**config.mk**
```make
export PLATFORM = sky130hd
export DESIGN_NAME = ilff_ctrl
export DESIGN_NICKNAME = d
export VERILOG_FILES = /design/src/rtl/core/ilff_pkg.sv /design/src/rtl/core/ilff_ctrl.sv
export SDC_FILE = /design/constraint.sdc
export NUM_CORES = 1
export LEC_CHECK = 0
export BUFFER_PORTS_ARGS = -buffer_cell sky130_fd_sc_hd__buf_2
export CELL_PAD_IN_SITES_DETAIL_PLACEMENT = 0
export CELL_PAD_IN_SITES_GLOBAL_PLACEMENT = 2
export CORE_MARGIN = 2
export CORE_UTILIZATION = 38
export CTS_CLUSTER_DIAMETER = 40
export DETAILED_ROUTE_END_ITERATION = 10
export GPL_ROUTABILITY_DRIVEN = 0
export GPL_TIMING_DRIVEN = 0
export HOLD_SLACK_MARGIN = 0.06
export PLACE_DENSITY = 0.93
export SYNTH_ARGS = -nofsm -noshare
export SYNTH_HDL_FRONTEND = slang
export SYNTH_SLANG_ARGS = --single-unit
```
**constraint.sdc**
```tcl
create_clock -name clk -period 3.8 [get_ports clk]
set_clock_uncertainty 0.2 [all_clocks]
set_input_delay 0.19 -clock clk [delete_from_list [all_inputs] [get_ports clk]]
set_output_delay 0.19 -clock clk [all_outputs]
set_load 0.02 [all_outputs]
```
**src/rtl/core/ilff_pkg.sv**
```systemverilog
// Shared types and constants of the first-fit heap allocator.
// Used by the controller, the datapath and the top level; depends on nothing.
`timescale 1ns / 1ps

package ilff_pkg;

    localparam int TAG_W = 18;
    localparam int MIN_SPLIT = 16;

    localparam logic [TAG_W-1:0] PROLOGUE_TAG = 18'd9;
    localparam logic [TAG_W-1:0] EPILOGUE_TAG = 18'd1;

    localparam logic [1:0] STATUS_OK   = 2'd0;
    localparam logic [1:0] STATUS_FULL = 2'd1;
    localparam logic [1:0] STATUS_ZERO = 2'd2;

    typedef enum logic [4:0] {
        UOP_NOP,
        UOP_INIT1,
        UOP_INIT2,
        UOP_INIT3,
        UOP_ALLOC_START,
        UOP_FREE_START,
        UOP_WALK_RD,
        UOP_WALK_NEXT,
        UOP_TAKE,
        UOP_GROW_H,
        UOP_GROW_F,
        UOP_GROW_E,
        UOP_M_RD0,
        UOP_M_RD1,
        UOP_M_RD2,
        UOP_M_DEC,
        UOP_MW_H,
        UOP_MW_F,
        UOP_PL_S1,
        UOP_PL_S2,
        UOP_PL_H,
        UOP_PL_F,
        UOP_FR_H,
        UOP_FR_F
    } uop_t;

    typedef enum logic [2:0] {
        FIN_NONE,
        FIN_OK,
        FIN_FULL,
        FIN_ZERO,
        FIN_FREE
    } fin_t;

    typedef struct packed {
        uop_t uop;
        fin_t fin;
    } cmd_t;

    typedef struct packed {
        logic in_free;
        logic zero_req;
        logic in_heap;
        logic size_zero;
        logic fits;
        logic hit;
        logic past;
        logic alloc_bit;
        logic no_room;
        logic split;
        logic both_alloc;
        logic op_free;
    } flags_t;

    // Builds a boundary tag from a size (multiple of 8) and the allocated flag.
    function automatic logic [TAG_W-1:0] make_tag(input logic [TAG_W-1:0] size,
                                                  input logic alloc);
        return {size[TAG_W-1:3], 2'b00, alloc};
    endfunction

endpackage

```
**src/rtl/core/ilff_ctrl.sv**
```systemverilog
// Sequencer of the allocator: walks, grows, merges and places blocks.
// Uses ilff_pkg for the command and flag types.
`timescale 1ns / 1ps

module ilff_ctrl (
    input  logic            clk,
    input  logic            rst_n,
    input  logic            start,
    input  ilff_pkg::flags_t flags,
    output ilff_pkg::cmd_t  cmd,
    output logic            busy
);

    typedef enum logic [24:0] {
        S_INIT1 = 25'h0000001,
        S_INIT2 = 25'h0000002,
        S_INIT3 = 25'h0000004,
        S_IDLE  = 25'h0000008,
        S_WRD   = 25'h0000010,
        S_WCHK  = 25'h0000020,
        S_GCK   = 25'h0000040,
        S_GH    = 25'h0000080,
        S_GF    = 25'h0000100,
        S_GE    = 25'h0000200,
        S_M0    = 25'h0000400,
        S_M1    = 25'h0000800,
        S_M2    = 25'h0001000,
        S_M3    = 25'h0002000,
        S_MH    = 25'h0004000,
        S_MF    = 25'h0008000,
        S_P0    = 25'h0010000,
        S_PS1   = 25'h0020000,
        S_PS2   = 25'h0040000,
        S_PH    = 25'h0080000,
        S_PF    = 25'h0100000,
        S_FRD   = 25'h0200000,
        S_FCHK  = 25'h0400000,
        S_FH    = 25'h0800000,
        S_FF    = 25'h1000000
    } state_t;

    state_t state_reg;
    state_t state_next;

    always_ff @(posedge clk or negedge rst_n)
    begin
        if (!rst_n)
        begin
            state_reg <= S_INIT1;
        end
        else
        begin
            state_reg <= state_next;
        end
    end

    assign busy = (state_reg != S_IDLE);

    always_comb
    begin
        state_next = state_reg;
        cmd.uop    = ilff_pkg::UOP_NOP;
        cmd.fin    = ilff_pkg::FIN_NONE;
        unique case (state_reg)
            S_INIT1:
            begin
                cmd.uop    = ilff_pkg::UOP_INIT1;
                state_next = S_INIT2;
            end
            S_INIT2:
            begin
                cmd.uop    = ilff_pkg::UOP_INIT2;
                state_next = S_INIT3;
            end
            S_INIT3:
            begin
                cmd.uop    = ilff_pkg::UOP_INIT3;
                state_next = S_IDLE;
            end
            S_IDLE:
            begin
                if (start)
                begin
                    if (flags.in_free)
                    begin
                        cmd.uop    = ilff_pkg::UOP_FREE_START;
                        state_next = S_FRD;
                    end
                    else if (flags.zero_req)
                    begin
                        cmd.fin = ilff_pkg::FIN_ZERO;
                    end
                    else
                    begin
                        cmd.uop    = ilff_pkg::UOP_ALLOC_START;
                        state_next = S_WRD;
                    end
                end
            end
            S_WRD:
            begin
                cmd.uop    = ilff_pkg::UOP_WALK_RD;
                state_next = flags.in_heap ? S_WCHK : S_GCK;
            end
            S_WCHK:
            begin
                if (flags.size_zero)
                begin
                    state_next = S_GCK;
                end
                else if (flags.fits)
                begin
                    cmd.uop    = ilff_pkg::UOP_TAKE;
                    state_next = S_P0;
                end
                else
                begin
                    cmd.uop    = ilff_pkg::UOP_WALK_NEXT;
                    state_next = S_WRD;
                end
            end
            S_GCK:
            begin
                if (flags.no_room)
                begin
                    cmd.fin    = ilff_pkg::FIN_FULL;
                    state_next = S_IDLE;
                end
                else
                begin
                    state_next = S_GH;
                end
            end
            S_GH:
            begin
                cmd.uop    = ilff_pkg::UOP_GROW_H;
                state_next = S_GF;
            end
            S_GF:
            begin
                cmd.uop    = ilff_pkg::UOP_GROW_F;
                state_next = S_GE;
            end
            S_GE:
            begin
                cmd.uop    = ilff_pkg::UOP_GROW_E;
                state_next = S_M0;
            end
            S_M0:
            begin
                cmd.uop    = ilff_pkg::UOP_M_RD0;
                state_next = S_M1;
            end
            S_M1:
            begin
                cmd.uop    = ilff_pkg::UOP_M_RD1;
                state_next = S_M2;
            end
            S_M2:
            begin
                cmd.uop    = ilff_pkg::UOP_M_RD2;
                state_next = S_M3;
            end
            S_M3:
            begin
                if (flags.both_alloc)
                begin
                    if (flags.op_free)
                    begin
                        cmd.fin    = ilff_pkg::FIN_FREE;
                        state_next = S_IDLE;
                    end
                    else
                    begin
                        state_next = S_P0;
                    end
                end
                else
                begin
                    cmd.uop    = ilff_pkg::UOP_M_DEC;
                    state_next = S_MH;
                end
            end
            S_MH:
            begin
                cmd.uop    = ilff_pkg::UOP_MW_H;
                state_next = S_MF;
            end
            S_MF:
            begin
                cmd.uop = ilff_pkg::UOP_MW_F;
                if (flags.op_free)
                begin
                    cmd.fin    = ilff_pkg::FIN_FREE;
                    state_next = S_IDLE;
                end
                else
                begin
                    state_next = S_P0;
                end
            end
            S_P0:
            begin
                state_next = flags.split ? S_PS1 : S_PH;
            end
            S_PS1:
            begin
                cmd.uop    = ilff_pkg::UOP_PL_S1;
                state_next = S_PS2;
            end
            S_PS2:
            begin
                cmd.uop    = ilff_pkg::UOP_PL_S2;
                state_next = S_PH;
            end
            S_PH:
            begin
                cmd.uop    = ilff_pkg::UOP_PL_H;
                state_next = S_PF;
            end
            S_PF:
            begin
                cmd.uop    = ilff_pkg::UOP_PL_F;
                cmd.fin    = ilff_pkg::FIN_OK;
                state_next = S_IDLE;
            end
            S_FRD:
            begin
                cmd.uop = ilff_pkg::UOP_WALK_RD;
                if (flags.in_heap)
                begin
                    state_next = S_FCHK;
                end
                else
                begin
                    cmd.fin    = ilff_pkg::FIN_FREE;
                    state_next = S_IDLE;
                end
            end
            S_FCHK:
            begin
                if (flags.size_zero || flags.past || (flags.hit && !flags.alloc_bit))
                begin
                    cmd.fin    = ilff_pkg::FIN_FREE;
                    state_next = S_IDLE;
                end
                else if (flags.hit)
                begin
                    cmd.uop    = ilff_pkg::UOP_TAKE;
                    state_next = S_FH;
                end
                else
                begin
                    cmd.uop    = ilff_pkg::UOP_WALK_NEXT;
                    state_next = S_FRD;
                end
            end
            S_FH:
            begin
                cmd.uop    = ilff_pkg::UOP_FR_H;
                state_next = S_FF;
            end
            S_FF:
            begin
                cmd.uop    = ilff_pkg::UOP_FR_F;
                state_next = S_M0;
            end
            default:
            begin
                state_next = S_IDLE;
            end
        endcase
    end

endmodule

```
==> impl_metrics.py <==
metrics = {
    "synth": {
        "synthSimpleGateAreaFrac_pct": 48.4,
        "synth_area_mm2": 0.00168,
        "synthMuxAreaShare_pct": 0.597,
        "synth_edf_count": 0,
        "async_flop_share_pct": 100,
        "synthCells": 177,
        "netlist.area_leader.share_pct": 35.8,
        "synth_adder_area_share_pct": 0,
        "synth_warnings": 0,
        "synth_cell_types": 48,
        "synth_area_per_cell_um2": 9.47,
        "synth_area_leaders": "dfrtp_1 (36%), nor4_4 (5.1%), nand4b_1 (4.7%), nor2_1 (4.3%), nor3_1 (3.9%)",
        "yosysSeqAreaShare_pct": 37.4,
        "synth_top_family_by_area": "simple AND/OR/NAND/NOR gates",
        "yosys.area.top_type": "dfrtp_1",
        "yosys_most_used_dff": "dfrtp_1",
        "syn-num-nets": 192,
        "synth_compound_area_share_pct": 8.58,
        "synthXorXnorAreaFrac_pct": 2.61,
        "synth_seq_cells": 25,
    },
    "route": {
        "ant_nets": 0,
        "vias": 1591,
        "viasPerCell": 5.98,
        "drtPass1Iterations": 4,
        "drcViolationCount": 0,
        "wl_mm": 4.44,
        "initialDrtViolationCount": 83,
        "wl_per_cell_um": 16.7,
    },
    "cts": {
        "root_buffer": "clkbuf_8",
        "cts_inserted_buffers": 3,
        "htree_num_levels": 1,
        "cts_resized": 0,
        "clk_pin_slew_ns": 0.09,
        "numClockSinks": 25,
        "cts_buffer_depth": 2,
        "cts_tree": "built",
        "insertion_delay_ns": 0.27,
        "postCtsSetupBuffers": 0,
    },
    "power": {
        "swShare_pct": 35.8,
        "switchingPower_mw": 0.245,
        "vdd_ir_drop_max_v": 0.000175,
        "p_total_mw": 0.686,
        "power_frac_clock_pct": 23.5,
        "comb_power_share_pct": 32.7,
        "p_per_area_mw_per_mm2": 343,
        "p_leak_nw": 0.883,
        "p_int_mw": 0.440,
        "seqPwrFrac_pct": 43.8,
    },
    "critical_path": {
        "cp.arrival_ns": 2.70,
        "cp-startpoint": "state_reg[18]",
        "start_kind": "register",
        "reg2reg_from": "state_reg[12]",
        "r2r_slack_ns": 0.93,
        "crit_fanout": 7,
        "reg2reg_to": "state_reg[21]",
        "end_kind": "primary output",
        "crit_type": "register to primary output",
        "rr_worst_depth": 6,
        "cp_data_required_time_ns": 3.41,
    },
    "sta": {
        "whs_ns": 0.0511,
        "setup_viol": 0,
        "fin_crit_sh_pct": 81.4,
        "setup-tns-final_ns": 0,
        "worst_pin_slew_ns": 0.613,
        "fmax_ghz": 0.323,
        "fin_crit_ns": 3.09,
        "rsz0062_at_grt": "no",
        "finalMaxSlewViolations": 0,
        "max_slew_margin_pct": 58.7,
        "final_hold_viol_count": 0,
    },
    "grt": {
        "grt_max_degree": 26,
        "overflow": 0,
        "grt_first_pass_wirelength_mm": 7.31,
        "antenna_found_initial": 0,
        "grt_pass1_vias": 1566,
        "grt_usage_pct": 18.7,
    },
    "cells_and_area": {
        "drive_above_1_share_pct": 24.3,
        "syn2layout_area_growth_pct": 19.4,
        "final_cell_mix": "buf_2 (26), dfrtp_1 (24), nor2_1 (19)",
        "largest_reg_flops": 25,
        "n_antenna_cell": 0,
        "fin_nets": 230,
        "design_area_mm2": 0.00200,
        "layout_commonest_cell": "buf_2",
    },
    "hold_path": {
        "min_to": "state_reg[23]",
        "whs_path_depth": 2,
        "hp-start": "flags[4]",
        "hp-class": "input port to register",
    },
    "floorplanning": {
        "ioPinCount": 24,
        "initial_utilization_pct": 39.0,
        "die_h_um": 70.4,
        "dieArea_mm2": 0.00496,
        "core_area_mm2": 0.00429,
        "rows": 24,
        "die_w_um": 70.4,
    },
    "place": {
        "port_buffers": 23,
        "placed_area_mm2": 0.00186,
        "dp_hpwl_mm": 3.49,
    },
    "status": {
        "status": "complete, no violations",
    },
    "job": {
        "max_cap_violations": 0,
    },
}
synthesized netlist by cell type, types with 2 or more instances:
cell	n
nand4_1	6
a31oi_1	3
buf_2	3
and3_1	3
nand4b_1	9
nor2_1	19
xnor2_1	2
dfrtp_1	24
o22ai_1	2
nand2b_1	6
or4b_2	2
nor4_4	4
xor2_1	3
nor4b_1	4
nand2_2	2
nor4_2	2
nor4_1	8
nand3b_1	3
and2_1	2
nand3_1	5
inv_1	6
nand2_1	8
nor2b_1	2
or4_4	2
or3_1	2
nor3b_2	2
nor3_2	5
nor3_1	13
o21ai_0	6
cell families (layout without fill, tap and decap cells):
logic type | Yosys count | after routing
xor gates and xnor gates | 5 | 5
other | 1 | 1
DFF | 25 | 25
muxes | 1 | 1
buffers and inverters | 9 | 46
and+or+nand+nor | 114 | 114
AOI/OAI and AO/OA | 22 | 22
critical path, cell delays in order (launching register included):
cell	delay (ns)
dfrtp_1	0.49
nor4_4	0.50
nand2_2	0.15
or4_4	0.56
nor4b_4	0.30
nor4_1	0.13
nand4b_1	0.13
buf_2	0.18
area by class of cell:
| class | instances | area (um^2) |
|---|---|---|
| fillers | 414 | 2290 |
| multi-input cells | 143 | 1010 |
| clock buffers | 4 | 45.0 |
| repair buffers | 33 | 215 |
| inverters | 6 | 22.5 |
| flip-flops and latches | 25 | 627 |
| well taps | 52 | 65.1 |
| plain buffers | 3 | 15.0 |
routing by layer:
| layer | vias to the layer above | global-route usage (%) | share of wire (%) |
|---|---|---|---|
| met2 | 54 | 31.1 | 50 |
| met5 | - | 0 | 0 |
| met4 | 0 | 7.05 | 1.6 |
| met3 | 9 | 1.88 | 4.1 |
| met1 | 773 | 24.9 | 45 |
| li1 | 755 | - | - |
power by group through the flow:
stage | logic (mW) | registers [mW] | clock network [mW]
final | 0.224 | 0.300 | 0.161
after global routing | 0.246 | 0.303 | 0.171
after CTS | 0.223 | 0.300 | 0.162
after detailed placement | 0.214 | 0.305 | 0
after global placement | 0.211 | 0.304 | 0
after floorplan | 0.154 | 0.300 | 0
stage by stage:
stage / std cells / setup slack (ns) / utilization [%]
CTS: 266 / 0.711 / 46.6
detailed placement: 252 / 1.02 / 43.2
global placement: 252 / 1.04 / 43.2
global route: 266 / 0.560 / 46.6
finish: 266 / 0.707 / 46.6
floorplan: 177 / 1.37 / -
worst max path at each step:
stage | to | cells past startpoint
2_1_floorplan | cmd[3] | 6
3_3_place_gp | cmd[3] | 7
3_5_place_dp | cmd[3] | 7
4_1_cts | cmd[3] | 7
5_1_grt | cmd[4] | 8
6_report | cmd[3] | 7
timing repair:
item / CTS / global route
endpoints found under the setup margin: 0 / 0
hold buffers: 10 / 0
endpoints found under the hold margin: 35 / 0
Power figures use the tool's default switching activity.
